--- config.mk ---
export PLATFORM = sky130hd
export DESIGN_NAME = mfd_telemetry_byte_parser
export DESIGN_NICKNAME = d
export VERILOG_FILES = /design/src/hdl/mtbp_pkg.sv /design/src/hdl/mtbp_decode.sv /design/src/hdl/mtbp_core.sv /design/src/hdl/mfd_telemetry_byte_parser.sv
export SDC_FILE = /design/constraint.sdc
export NUM_CORES = 1
export LEC_CHECK = 0
export BUFFER_PORTS_ARGS = -buffer_cell sky130_fd_sc_hd__buf_2
export CELL_PAD_IN_SITES_DETAIL_PLACEMENT = 2
export CELL_PAD_IN_SITES_GLOBAL_PLACEMENT = 2
export CORE_MARGIN = 4
export CORE_UTILIZATION = 37
export CTS_BUF_LIST = sky130_fd_sc_hd__clkbuf_4 sky130_fd_sc_hd__clkbuf_8
export DETAILED_ROUTE_END_ITERATION = 7
export HOLD_SLACK_MARGIN = 0.12
export PLACE_DENSITY_LB_ADDON = 0.1
export SYNTH_ARGS = -nofsm -noshare
export SYNTH_HDL_FRONTEND = slang
export SYNTH_SLANG_ARGS = --single-unit
--- constraint.sdc ---
create_clock -name clk_i -period 3.86 [get_ports clk_i]
set_input_delay 0.386 -clock clk_i [delete_from_list [all_inputs] [get_ports clk_i]]
set_output_delay 0.386 -clock clk_i [all_outputs]
set_load 0.01 [all_outputs]
--- src/hdl/mtbp_pkg.sv ---
// Shared types, character codes and arithmetic helpers for the telemetry byte parser.
// Used by mtbp_decode, mtbp_core and mfd_telemetry_byte_parser; no dependencies.
package mtbp_pkg;

  localparam logic [7:0] CharD     = 8'h44;
  localparam logic [7:0] CharH     = 8'h48;
  localparam logic [7:0] CharA     = 8'h41;
  localparam logic [7:0] CharStar  = 8'h2A;
  localparam logic [7:0] CharNl    = 8'h0A;
  localparam logic [7:0] CharX     = 8'h58;
  localparam logic [7:0] CharHash  = 8'h23;
  localparam logic [7:0] CharAt    = 8'h40;
  localparam logic [7:0] CharN     = 8'h4E;
  localparam logic [7:0] CharE     = 8'h45;
  localparam logic [7:0] CharS     = 8'h53;
  localparam logic [7:0] CharW     = 8'h57;
  localparam logic [7:0] CharMinus = 8'h2D;
  localparam logic [7:0] AsciiZero = 8'd48;

  localparam logic [15:0] TestDist = 16'd1000;
  localparam logic [15:0] TestAlt  = 16'd1000;
  localparam logic [15:0] AzNorth  = 16'd0;
  localparam logic [15:0] AzEast   = 16'd90;
  localparam logic [15:0] AzSouth  = 16'd180;
  localparam logic [15:0] AzWest   = 16'd270;

  localparam logic [7:0] RunSumReset = 8'd255;
  localparam logic [7:0] RcvSumReset = 8'd125;

  // Field selector codes
  localparam logic [2:0] FsIdle = 3'd0;
  localparam logic [2:0] FsDist = 3'd1;
  localparam logic [2:0] FsAlt  = 3'd2;
  localparam logic [2:0] FsAz   = 3'd3;
  localparam logic [2:0] FsSum  = 3'd4;

  typedef enum logic [3:0] {
    ChDist,
    ChAlt,
    ChAz,
    ChStar,
    ChNewline,
    ChHome,
    ChClear,
    ChNorth,
    ChEast,
    ChSouth,
    ChWest,
    ChOther
  } char_class_e;

  typedef struct packed {
    logic [15:0] distance;
    logic [15:0] azimuth;
    logic [15:0] altitude;
    logic        fix;
    logic        home;
    logic        test;
  } result_t;

  // acc * 10 + ch - '0', wrapping at 16 bits
  function automatic logic [15:0] times_ten_add16(input logic [15:0] acc,
                                                  input logic [7:0] ch);
    return (acc << 3) + (acc << 1) + {8'd0, ch} - {8'd0, AsciiZero};
  endfunction

  // acc * 10 + ch - '0', wrapping at 8 bits
  function automatic logic [7:0] times_ten_add8(input logic [7:0] acc,
                                                input logic [7:0] ch);
    return (acc << 3) + (acc << 1) + ch - AsciiZero;
  endfunction

endpackage

--- src/hdl/mtbp_decode.sv ---
// Character classifier: maps one received byte to its parser action class.
// Depends on mtbp_pkg.
module mtbp_decode (
  input  logic [7:0]           rx_byte_i,
  output mtbp_pkg::char_class_e char_class_o
);
  import mtbp_pkg::*;

  always_comb begin
    case (rx_byte_i)
      CharD:          char_class_o = ChDist;
      CharH:          char_class_o = ChAlt;
      CharA:          char_class_o = ChAz;
      CharStar:       char_class_o = ChStar;
      CharNl:         char_class_o = ChNewline;
      CharX:          char_class_o = ChHome;
      CharHash, CharAt: char_class_o = ChClear;
      CharN:          char_class_o = ChNorth;
      CharE:          char_class_o = ChEast;
      CharS:          char_class_o = ChSouth;
      CharW:          char_class_o = ChWest;
      default:        char_class_o = ChOther;
    endcase
  end

endmodule

--- src/hdl/mtbp_core.sv ---
// Parser state registers and per-byte update; presents the post-update result.
// Depends on mtbp_pkg and mtbp_decode.
module mtbp_core (
  input  logic              clk_i,
  input  logic              rst_ni,
  input  logic              en_i,
  input  logic [7:0]        rx_byte_i,
  output mtbp_pkg::result_t result_o
);
  import mtbp_pkg::*;

  char_class_e cls;

  logic [2:0]  field_q, field_d;
  logic [15:0] dist_q, dist_d;
  logic [15:0] az_q, az_d;
  logic [15:0] alt_acc_q, alt_acc_d;
  logic        alt_neg_q, alt_neg_d;
  logic [7:0]  run_sum_q, run_sum_d;
  logic [7:0]  rcv_sum_q, rcv_sum_d;
  logic [15:0] alt_q, alt_d;
  logic        test_q, test_d;
  logic        fix, home;
  logic [7:0]  run_sum_add;

  mtbp_decode u_decode (
    .rx_byte_i   (rx_byte_i),
    .char_class_o(cls)
  );

  assign run_sum_add = run_sum_q + rx_byte_i;

  always_comb begin
    field_d   = field_q;
    dist_d    = dist_q;
    az_d      = az_q;
    alt_acc_d = alt_acc_q;
    alt_neg_d = alt_neg_q;
    run_sum_d = run_sum_q;
    rcv_sum_d = rcv_sum_q;
    alt_d     = alt_q;
    test_d    = test_q;
    fix       = 1'b0;
    home      = 1'b0;
    case (cls)
      ChDist: begin
        field_d   = FsDist;
        dist_d    = '0;
        rcv_sum_d = '0;
        run_sum_d = rx_byte_i;
        alt_neg_d = 1'b0;
        test_d    = 1'b0;
      end
      ChAlt: begin
        field_d   = FsAlt;
        alt_acc_d = '0;
        run_sum_d = run_sum_add;
      end
      ChAz: begin
        field_d   = FsAz;
        az_d      = '0;
        run_sum_d = run_sum_add;
      end
      ChStar: field_d = FsSum;
      ChNewline: begin
        field_d = FsIdle;
        if (run_sum_q == rcv_sum_q) begin
          fix   = 1'b1;
          alt_d = alt_neg_q ? (~alt_acc_q + 16'd1) : alt_acc_q;
        end
      end
      ChHome: begin
        test_d = 1'b0;
        home   = 1'b1;
      end
      ChClear: test_d = 1'b0;
      ChNorth: begin
        az_d = AzNorth; dist_d = TestDist; alt_d = '0; test_d = 1'b1;
      end
      ChEast: begin
        az_d = AzEast; dist_d = TestDist; alt_d = TestAlt; test_d = 1'b1;
      end
      ChSouth: begin
        az_d = AzSouth; dist_d = '0; alt_d = TestAlt; test_d = 1'b1;
      end
      ChWest: begin
        az_d = AzWest; dist_d = TestDist; alt_d = '0; test_d = 1'b1;
      end
      default: begin
        // Any other byte feeds the selected field; idle drops it
        case (field_q)
          FsDist: begin
            dist_d    = times_ten_add16(dist_q, rx_byte_i);
            run_sum_d = run_sum_add;
          end
          FsAlt: begin
            run_sum_d = run_sum_add;
            if (rx_byte_i == CharMinus) alt_neg_d = 1'b1;
            else alt_acc_d = times_ten_add16(alt_acc_q, rx_byte_i);
          end
          FsAz: begin
            az_d      = times_ten_add16(az_q, rx_byte_i);
            run_sum_d = run_sum_add;
          end
          FsSum: rcv_sum_d = times_ten_add8(rcv_sum_q, rx_byte_i);
          default: ;
        endcase
      end
    endcase
  end

  always_ff @(posedge clk_i or negedge rst_ni) begin
    if (!rst_ni) begin
      field_q   <= FsIdle;
      dist_q    <= '0;
      az_q      <= '0;
      alt_acc_q <= '0;
      alt_neg_q <= 1'b0;
      run_sum_q <= RunSumReset;
      rcv_sum_q <= RcvSumReset;
      alt_q     <= '0;
      test_q    <= 1'b0;
    end else if (en_i) begin
      field_q   <= field_d;
      dist_q    <= dist_d;
      az_q      <= az_d;
      alt_acc_q <= alt_acc_d;
      alt_neg_q <= alt_neg_d;
      run_sum_q <= run_sum_d;
      rcv_sum_q <= rcv_sum_d;
      alt_q     <= alt_d;
      test_q    <= test_d;
    end
  end

  assign result_o = '{distance: dist_d, azimuth: az_d, altitude: alt_d,
                      fix: fix, home: home, test: test_d};

endmodule

--- src/hdl/mfd_telemetry_byte_parser.sv ---
// Top level of the telemetry byte parser: input register, parser core, result register.
// Depends on mtbp_pkg and mtbp_core.

// One ASCII byte goes in per beat and one result beat comes out per byte, in order.
// The block takes a byte every cycle unless in_stall_o is high. An accepted byte waits in
// the input register until the output can take a result; then the parser update is
// captured into the result register. Distance and azimuth follow the digits live,
// altitude changes only on a newline with a matching checksum or on a compass test
// character, and fix_event and home_event are single-beat pulses. Stall on the output
// holds the result register and, once the input register is also full, stalls the input.
module mfd_telemetry_byte_parser (
  input  logic               clk_i,
  input  logic               rst_ni,
  input  logic               in_valid_i,
  output logic               in_stall_o,
  input  logic [7:0]         rx_byte_i,
  output logic               out_valid_o,
  input  logic               out_stall_i,
  output logic [15:0]        distance_o,
  output logic [15:0]        azimuth_o,
  output logic signed [15:0] altitude_o,
  output logic               fix_event_o,
  output logic               home_event_o,
  output logic               test_mode_o
);
  import mtbp_pkg::*;

  logic       in_valid_q;
  logic [7:0] byte_q;
  logic       out_valid_q;
  result_t    res_q, res_core;
  logic       out_load, advance, in_load;

  assign out_load   = !out_valid_q || !out_stall_i;
  assign advance    = in_valid_q && out_load;
  assign in_stall_o = in_valid_q && !out_load;
  assign in_load    = in_valid_i && !in_stall_o;

  always_ff @(posedge clk_i or negedge rst_ni) begin
    if (!rst_ni) begin
      in_valid_q <= 1'b0;
    end else if (!in_stall_o) begin
      in_valid_q <= in_valid_i;
    end
  end

  always_ff @(posedge clk_i) begin
    if (in_load) begin
      byte_q <= rx_byte_i;
    end
  end

  mtbp_core u_core (
    .clk_i    (clk_i),
    .rst_ni   (rst_ni),
    .en_i     (advance),
    .rx_byte_i(byte_q),
    .result_o (res_core)
  );

  always_ff @(posedge clk_i or negedge rst_ni) begin
    if (!rst_ni) begin
      out_valid_q <= 1'b0;
    end else if (out_load) begin
      out_valid_q <= in_valid_q;
    end
  end

  // Hold the result while stalled
  always_ff @(posedge clk_i) begin
    if (advance) begin
      res_q <= res_core;
    end
  end

  assign out_valid_o  = out_valid_q;
  assign distance_o   = res_q.distance;
  assign azimuth_o    = res_q.azimuth;
  assign altitude_o   = signed'(res_q.altitude);
  assign fix_event_o  = res_q.fix;
  assign home_event_o = res_q.home;
  assign test_mode_o  = res_q.test;

  a_stall_cause: assert property (@(posedge clk_i) disable iff (!rst_ni)
    in_stall_o |-> (out_valid_o && out_stall_i))
    else $error("input stalled without a blocked result");

  a_event_excl: assert property (@(posedge clk_i) disable iff (!rst_ni)
    out_valid_o |-> !(fix_event_o && home_event_o))
    else $error("fix and home events in one beat");

  a_home_clears_test: assert property (@(posedge clk_i) disable iff (!rst_ni)
    (out_valid_o && home_event_o) |-> !test_mode_o)
    else $error("home event with test mode set");

  a_core_only_when_room: assert property (@(posedge clk_i) disable iff (!rst_ni)
    (out_valid_o && out_stall_i) |=> out_valid_o)
    else $error("stalled result dropped");

endmodule

==> results of run 1 <==
==> critical path, cell delays in order (launching register included) <==
cell	delay [ns]
edfxtp_1	0.41
inv_1	0.36
ha_1	0.33
fa_1	0.50
inv_1	0.04
ha_1	0.36
nand3_1	0.12
o2111ai_1	0.35
a211oi_1	0.14
o21ba_2	0.24
o211ai_1	0.21
xor2_1	0.12
a22o_1	0.21
==> cells by family (layout without fill, tap and decap cells) <==
family                   count (synthesis)  count (layout)
AO/OA/AOI/OAI                          247             247
AND/OR/NAND/NOR                        245             245
buffers and inverters                  176             282
flip-flops                             146             146
adder cells (fa/ha/maj)                145             145
XOR/XNOR                                78              78
multiplexers                             5               5
==> final cells by class <==
cell class / instances / area, um2 / share of cell area (%)
Clock buffer: 21 / 264 / 2.26
Inverter: 144 / 541 / 4.62
Sequential cell: 146 / 3970 / 33.9
Multi-Input combinational cell: 720 / 5690 / 48.7
Tap cell: 372 / 465 / 3.98
Clock inverter: 11 / 115 / 0.984
Timing Repair Buffer: 106 / 651 / 5.56
==> routing by layer <==
layer | vias to the layer above | global-route usage, %
li1 | 3868 | -
met1 | 4180 | 27.7
met2 | 104 | 34.5
met3 | 18 | 2.53
met4 | 0 | 3.60
met5 | - | 0
==> through the flow <==
| step | util, % | setup slack (ns) | cells | hold WS (ns) | total power (W) |
|---|---|---|---|---|---|
| 5_1_grt | 43.0 | 0.0141 | 1520 | 0.125 | 0.00997 |
| 2_1_floorplan | - | 0.262 | 1042 | 0.0904 | 0.00634 |
| 3_5_place_dp | 41.3 | 0.0412 | 1483 | 0.480 | 0.00778 |
| 3_3_place_gp | 41.3 | 0.171 | 1483 | 0.462 | 0.00756 |
| 4_1_cts | 42.9 | 0.0363 | 1520 | 0.123 | 0.00907 |
| 6_report | 43.0 | 0.225 | 1520 | 0.153 | 0.00907 |
==> power by group through the flow <==
| stage | Sequential, W | Combinational [W] | Clock (W) |
|---|---|---|---|
| 3_3_place_gp | 0.00236 | 0.00520 | 0 |
| 4_1_cts | 0.00235 | 0.00546 | 0.00126 |
| 6_report | 0.00234 | 0.00550 | 0.00123 |
| 5_1_grt | 0.00240 | 0.00624 | 0.00133 |
| 3_5_place_dp | 0.00237 | 0.00540 | 0 |
| 2_1_floorplan | 0.00235 | 0.00399 | 0 |
==> sequential cells by signal, indices dropped and copies added, names as in the netlist <==
| register | flops |
|---|---|
| u_core.run_sum_q | 8 |
| u_core.test_q | 1 |
| u_core.rcv_sum_q | 8 |
| altitude_o | 16 |
| fix_event_o | 1 |
| u_core.alt_q | 16 |
| u_core.az_q | 16 |
| byte_q | 8 |
| in_valid_q | 1 |
| u_core.field_q | 3 |
| distance_o | 16 |
| azimuth_o | 16 |
| u_core.dist_q | 16 |
| test_mode_o | 1 |
| u_core.alt_neg_q | 1 |
| home_event_o | 1 |
| out_valid_o | 1 |
| u_core.alt_acc_q | 16 |
==> Yosys cell counts, drive strengths merged, types with 6 or more instances <==
cell type  count  share of area [%]
a21oi         32                1.6
nand3         20               0.97
or4            6               0.44
clkbuf        19               0.69
o21bai         6               0.44
fa            24                4.7
nand2b         7               0.50
xnor2         61                5.2
dfrtp         73                 18
nor3          25                1.2
xor2          17                1.4
nor2          51                1.9
buf           13               0.82
edfxtp        59                 17
dfstp         14                3.6
o31ai          7               0.51
inv          144                5.2
a21o          19                1.4
nand2         92                3.3
ha           121                 15
a22o          65                5.5
o41ai          8               0.68
o21ai         59                2.9
a211oi        10               0.78
==> how the worst max path moves through the flow <==
stage,cells past startpoint,endpoint,from,slack [ns]
after floorplan,12,distance_o[14]$_DFFE_PP_,byte_q[3]$_DFFE_PP_,0.26
after global placement,12,distance_o[14]$_DFFE_PP_,byte_q[3]$_DFFE_PP_,0.17
after detailed placement,12,distance_o[14]$_DFFE_PP_,byte_q[3]$_DFFE_PP_,0.04
after CTS,12,distance_o[14]$_DFFE_PP_,byte_q[3]$_DFFE_PP_,0.04
after global routing,13,azimuth_o[15]$_DFFE_PP_,byte_q[3]$_DFFE_PP_,0.01
final,12,azimuth_o[14]$_DFFE_PP_,byte_q[7]$_DFFE_PP_,0.23
==> timing repair <==
item / 4_1_cts / 5_1_grt
hold buffers: 5 / 0
setup endpoints to repair: 0 / 6
resized for setup: 0 / 6
endpoints found under the hold margin: 62 / 0
==> flow_summary_export.csv, run 1 <==
group,metric,value,unit
critical_path,start_kind,"flop",
grt,grt_pass1_vias,9008,
routing,ant_nets,0,
die,core,27200,um2
min_path,min_from,"in_valid_i",
critical_path,cp_data_required_time,4.08,ns
pwr,swShare,44.2,%
routing,wl_met2,14800,um
critical_path,r2r_cells,12,
routing,wl_per_cell,19.9,um
synth,synth_top_family_by_area,"adder cells",
die,rows,60,
timing,setup_viol,0,
layout,layout-drive-gt1-share,14.3,%
cts,clock_path_buffers,2,
min_path,min_path_type,"input port to flop",
pwr,pwr-share-clk,13.6,%
routing,drc_errors,0,
pwr,power_frac_comb,60.6,%
synth,synth_flop_cell,"dfrtp_1",
critical_path,reg2reg_to,"azimuth_o[14]$_DFFE_PP_",
routing,wl_met1,14200,um
layout,mostFrequentLayoutCell,"inv_1",
routing,routed_wl,30300,um
cts,cts_setup_buffers,0,
pwr,p_int,0.00507,W
cts,cts_buffers,17,
layout,area_delta_synth_final,13.4,%
grt,grt_first_pass_wirelength,49300,um
routing,avgViaCountPerCell,5.38,
routing,top_layer,"met4",
grt,grt_use_total,20.1,%
placement,dpl.hpwl,23200,um
die,io_pins,65,
layout,antenna_cells,0,
timing,slew_violations,0,
pwr,ir_worst_vdd,0.356,mV
pwr,powerDensity,776,nW/um2
synth,muxShareOfSynthArea,0.509,%
placement,place_congestion,0.824,
layout,final_nets,1292,
synth,syn-cell-area,10300,um2
cts,clock_latency,0.46,ns
critical_path,worstSetupPathType,"flop to flop",
cts,clockRootBuffer,"clkbuf_8",
grt,grt_max_degree,61,
routing,routed-via-count,8170,
synth,ys_warn_count,0,
grt,antenna_found_initial,0,
critical_path,r2r_start,"byte_q[7]$_DFFE_PP_",
layout,final_cell_mix,"inv_1, ha_1, nand2_1",
die,die_h,175,um
cts,clkSinkCount,146,
cts,htreeDepth,4,
routing,met3WireLength,1030,um
critical_path,critPathArrivalTime,3.85,ns
timing,rsz0062_at_grt,"no",
placement,port_buffers,64,
timing,tightestPinTransition,0.926,ns
die,start_util,38.0,%
timing,finalHoldViolCount,0,
grt,grt.overflow.total,0,
cts,clkTransAtPathRegs,0.08,ns
synth,synth_edf_count,59,
synth,synthArstFlopShare,59.6,%
synth,synth_fp_nets,1199,
timing,final.setup_skew,0.0164,ns
synth,synth_cell_types,64,
placement,placed_area,11200,um2
pwr,seq_power_share,25.8,%
timing,relSlewSlack,38.3,%
die,die_w,175,um
synth,ys_seq_area_share,38.4,%
routing,drt_iter0_drc,342,
flow_run,maxCapViolations,0,
synth,postSynthAreaPerCell,9.90,um2
outcome,outcome,"finished clean",
layout,design_area,11700,um2
routing,first_pass_iters,5,
pwr,p_leak,5.49,nW
min_path,min_to,"in_valid_q$_DFFE_PN0N_",
critical_path,reg2reg_setup_slack,0.23,ns
timing,min_period_over_period,94.2,%
die,die_area,30600,um2
synth,synth-simple-area-share,11.4,%
timing,fmax,275,MHz
critical_path,worst-path-max-fanout,6,
synth,yosys_register_bits,146,
layout,fillCellCount,2995,
synth,synth_xor_area_share,6.62,%
min_path,min_path_cells,2,
timing,setup_tns,0,ns
synth,synthCells,1042,
cts,cts_tree,"yes",
synth,synth-compound-area-share,16.9,%
synth,synth_fa_ha_area_share,19.3,%
timing,fin_crit,3.63,ns
pwr,switching_power,0.00401,W
critical_path,endpoint_kind,"flop",
No activity file was read; power rests on OpenSTA's default activity.
==> run 2, diff against run 1 <==
--- a/config.mk
+++ b/config.mk
@@ -5,13 +5,13 @@
 export SDC_FILE = /design/constraint.sdc
 export NUM_CORES = 1
 export LEC_CHECK = 0
-export BUFFER_PORTS_ARGS = -buffer_cell sky130_fd_sc_hd__buf_2
 export CELL_PAD_IN_SITES_DETAIL_PLACEMENT = 2
 export CELL_PAD_IN_SITES_GLOBAL_PLACEMENT = 2
 export CORE_MARGIN = 4
-export CORE_UTILIZATION = 37
+export CORE_UTILIZATION = 39
 export CTS_BUF_LIST = sky130_fd_sc_hd__clkbuf_4 sky130_fd_sc_hd__clkbuf_8
 export DETAILED_ROUTE_END_ITERATION = 7
+export DONT_BUFFER_PORTS = 1
 export HOLD_SLACK_MARGIN = 0.12
 export PLACE_DENSITY_LB_ADDON = 0.1
 export SYNTH_ARGS = -nofsm -noshare
==> flow_summary_export.csv, run 2 (same netlist as run 1, synthesis figures left out) <==
group,metric,value,unit
die,die_h,171,um
cts,clock_path_buffers,2,
placement,dpl.cell_count,1377,
layout,layout-drive-gt1-share,9.02,%
critical_path,critPathArrivalTime,3.90,ns
critical_path,endpoint_kind,"flop",
critical_path,cp_slowest_stage_delay,0.51,ns
timing,fmax,272,MHz
grt,grt_max_degree,88,
timing,tightestPinTransition,0.968,ns
die,start_util,39.6,%
cts,clkTransAtPathRegs,0.11,ns
pwr,powerDensity,789,nW/um2
placement,dpl.hpwl,23200,um
timing,final.setup_skew,0.0235,ns
routing,ant_nets,0,
placement,port_buffers,0,
routing,routed_wl,30700,um
critical_path,worst-path-buf-inv,2,
timing,setup_slack,0.182,ns
placement,place_congestion,0.799,
cts,clkSinkCount,146,
cts,clock_latency,0.48,ns
critical_path,r2r_start,"byte_q[7]$_DFFE_PP_",
grt,grt_first_pass_wirelength,49500,um
layout,fin_cells,1423,
routing,avgViaCountPerCell,5.54,
flow_run,maxCapViolations,0,
layout,final_cell_mix,"inv_1, ha_1, nand2_1",
routing,drc_errors,0,
timing,setup_tns,0,ns
timing,min_period_over_period,95.3,%
layout,design_area,11400,um2
critical_path,cp_slowest_cell,"fa_1",
critical_path,cp_data_required_time,4.08,ns
critical_path,worst-path-max-fanout,6,
grt,grt.overflow.total,0,
routing,routed-via-count,7879,
grt,grt_pass1_vias,8839,
cts,cts_tree,"yes",
min_path,min_path_type,"input port to flop",
layout,area_delta_synth_final,10.5,%
die,die_area,29100,um2
timing,relSlewSlack,35.2,%
critical_path,worstSetupPathType,"flop to flop",
routing,drt_iter0_drc,333,
critical_path,cp_cell_sequence,"inv_1 > ha_1 > fa_1 > inv_1 > ha_1 > nand3_1 > o2111ai_1 > a211oi_1 > o21ba_2 > o211ai_1 > xor2_1 > a22o_1",
pwr,ir_worst_vdd,0.480,mV
routing,wl_per_cell,21.6,um
placement,placed_area,10800,um2
timing,hold_slack,0.382,ns
timing,slew_violations,0,
critical_path,cp_top_family,"adder cells",
die,io_pins,65,
timing,fin_crit,3.68,ns
outcome,outcome,"finished clean",
cts,cts_buffers,17,
critical_path,start_kind,"flop",
cts,clockRootBuffer,"clkbuf_8",
critical_path,critPathLaunch,"byte_q[7]$_DFFE_PP_",
placement,dp_slack,0.0900,ns
min_path,min_from,"in_valid_i",
layout,final_nets,1231,
timing,finalHoldViolCount,0,
pwr,p_leak,5.24,nW
cts,htreeDepth,4,
die,core,26100,um2
grt,grt_use_total,21.9,%
layout,fillCellCount,2811,
timing,rsz0062_at_grt,"no",
routing,first_pass_iters,4,
timing,setup_viol,0,
die,die_w,171,um
die,rows,59,
layout,mostFrequentLayoutCell,"inv_1",
grt,antenna_found_initial,3,
## run 2: cell types whose count changed in the layout (fill, tap and decap cells not counted), sizes merged
cell | previous run | this run
diode | 0 | 1
clkinvlp | 2 | 3
buf | 101 | 33
dlygate4sd3 | 5 | 12
bufinv | 2 | 1
clkbuf | 21 | 18
inv | 144 | 150
clkinv | 7 | 4
## run 2: metal layers
layer	track usage [%]	wire length, um
met3	4.39	996
met1	27.0	13500
met2	39.5	15700
met4	4.65	435
met5	0	21
## run 2: layout make-up
type / count / area (um2) / area share (%)
multi-input combinational: 720 / 5690 / 49.9
sequential: 146 / 3970 / 34.8
inverter: 144 / 541 / 4.74
tap: 335 / 419 / 3.68
timing repair buffer: 45 / 388 / 3.40
clock buffer: 18 / 241 / 2.12
clock inverter: 14 / 148 / 1.30
antenna: 1 / 2.50 / 0.0220
## run 2: worst reg2reg max path, delay by kind of cell (launching register included)
kind / cells / cell delay, ns
and+or+nand+nor: 1 / 0.11
DFF: 1 / 0.43
buffers and inverters: 2 / 0.40
adders and majority gates: 3 / 1.18
xor gates and xnor gates: 1 / 0.13
AOI/OAI and AO/OA: 5 / 1.16
## run 2: metrics by stage
stage	util, %	total power (W)
3_3_place_gp	41.5	0.00745
5_1_grt	43.7	0.00990
6_report	43.7	0.00900
3_5_place_dp	41.5	0.00765
4_1_cts	43.6	0.00902
2_1_floorplan	-	0.00634
## run 2: final timing paths
check,cells past startpoint,to,slack (ns)
max in group asynchronous,2,u_core.run_sum_q[7]$_DFFE_PN1P_,2.86
hold reg to reg,2,u_core.alt_q[1]$_DFFE_PN0P_,0.49
hold / removal,1,byte_q[1]$_DFFE_PP_,0.38
setup reg to reg,12,azimuth_o[14]$_DFFE_PP_,0.18
min in group asynchronous,2,u_core.dist_q[10]$_DFFE_PN0P_,0.62
setup / recovery,12,azimuth_o[14]$_DFFE_PP_,0.18
## run 2: repair_timing
item | in CTS | in global routing
hold buffers | 13 | 0
resized for setup | 0 | 6
buffers inserted | 0 | 0
setup endpoints to repair | 0 | 5
hold endpoints to repair | 97 | 0
## run 2: where the power goes
group	switching (W)	internal, W
clock network	0.000715	0.000539
logic	0.00297	0.00234
registers	0.000361	0.00207
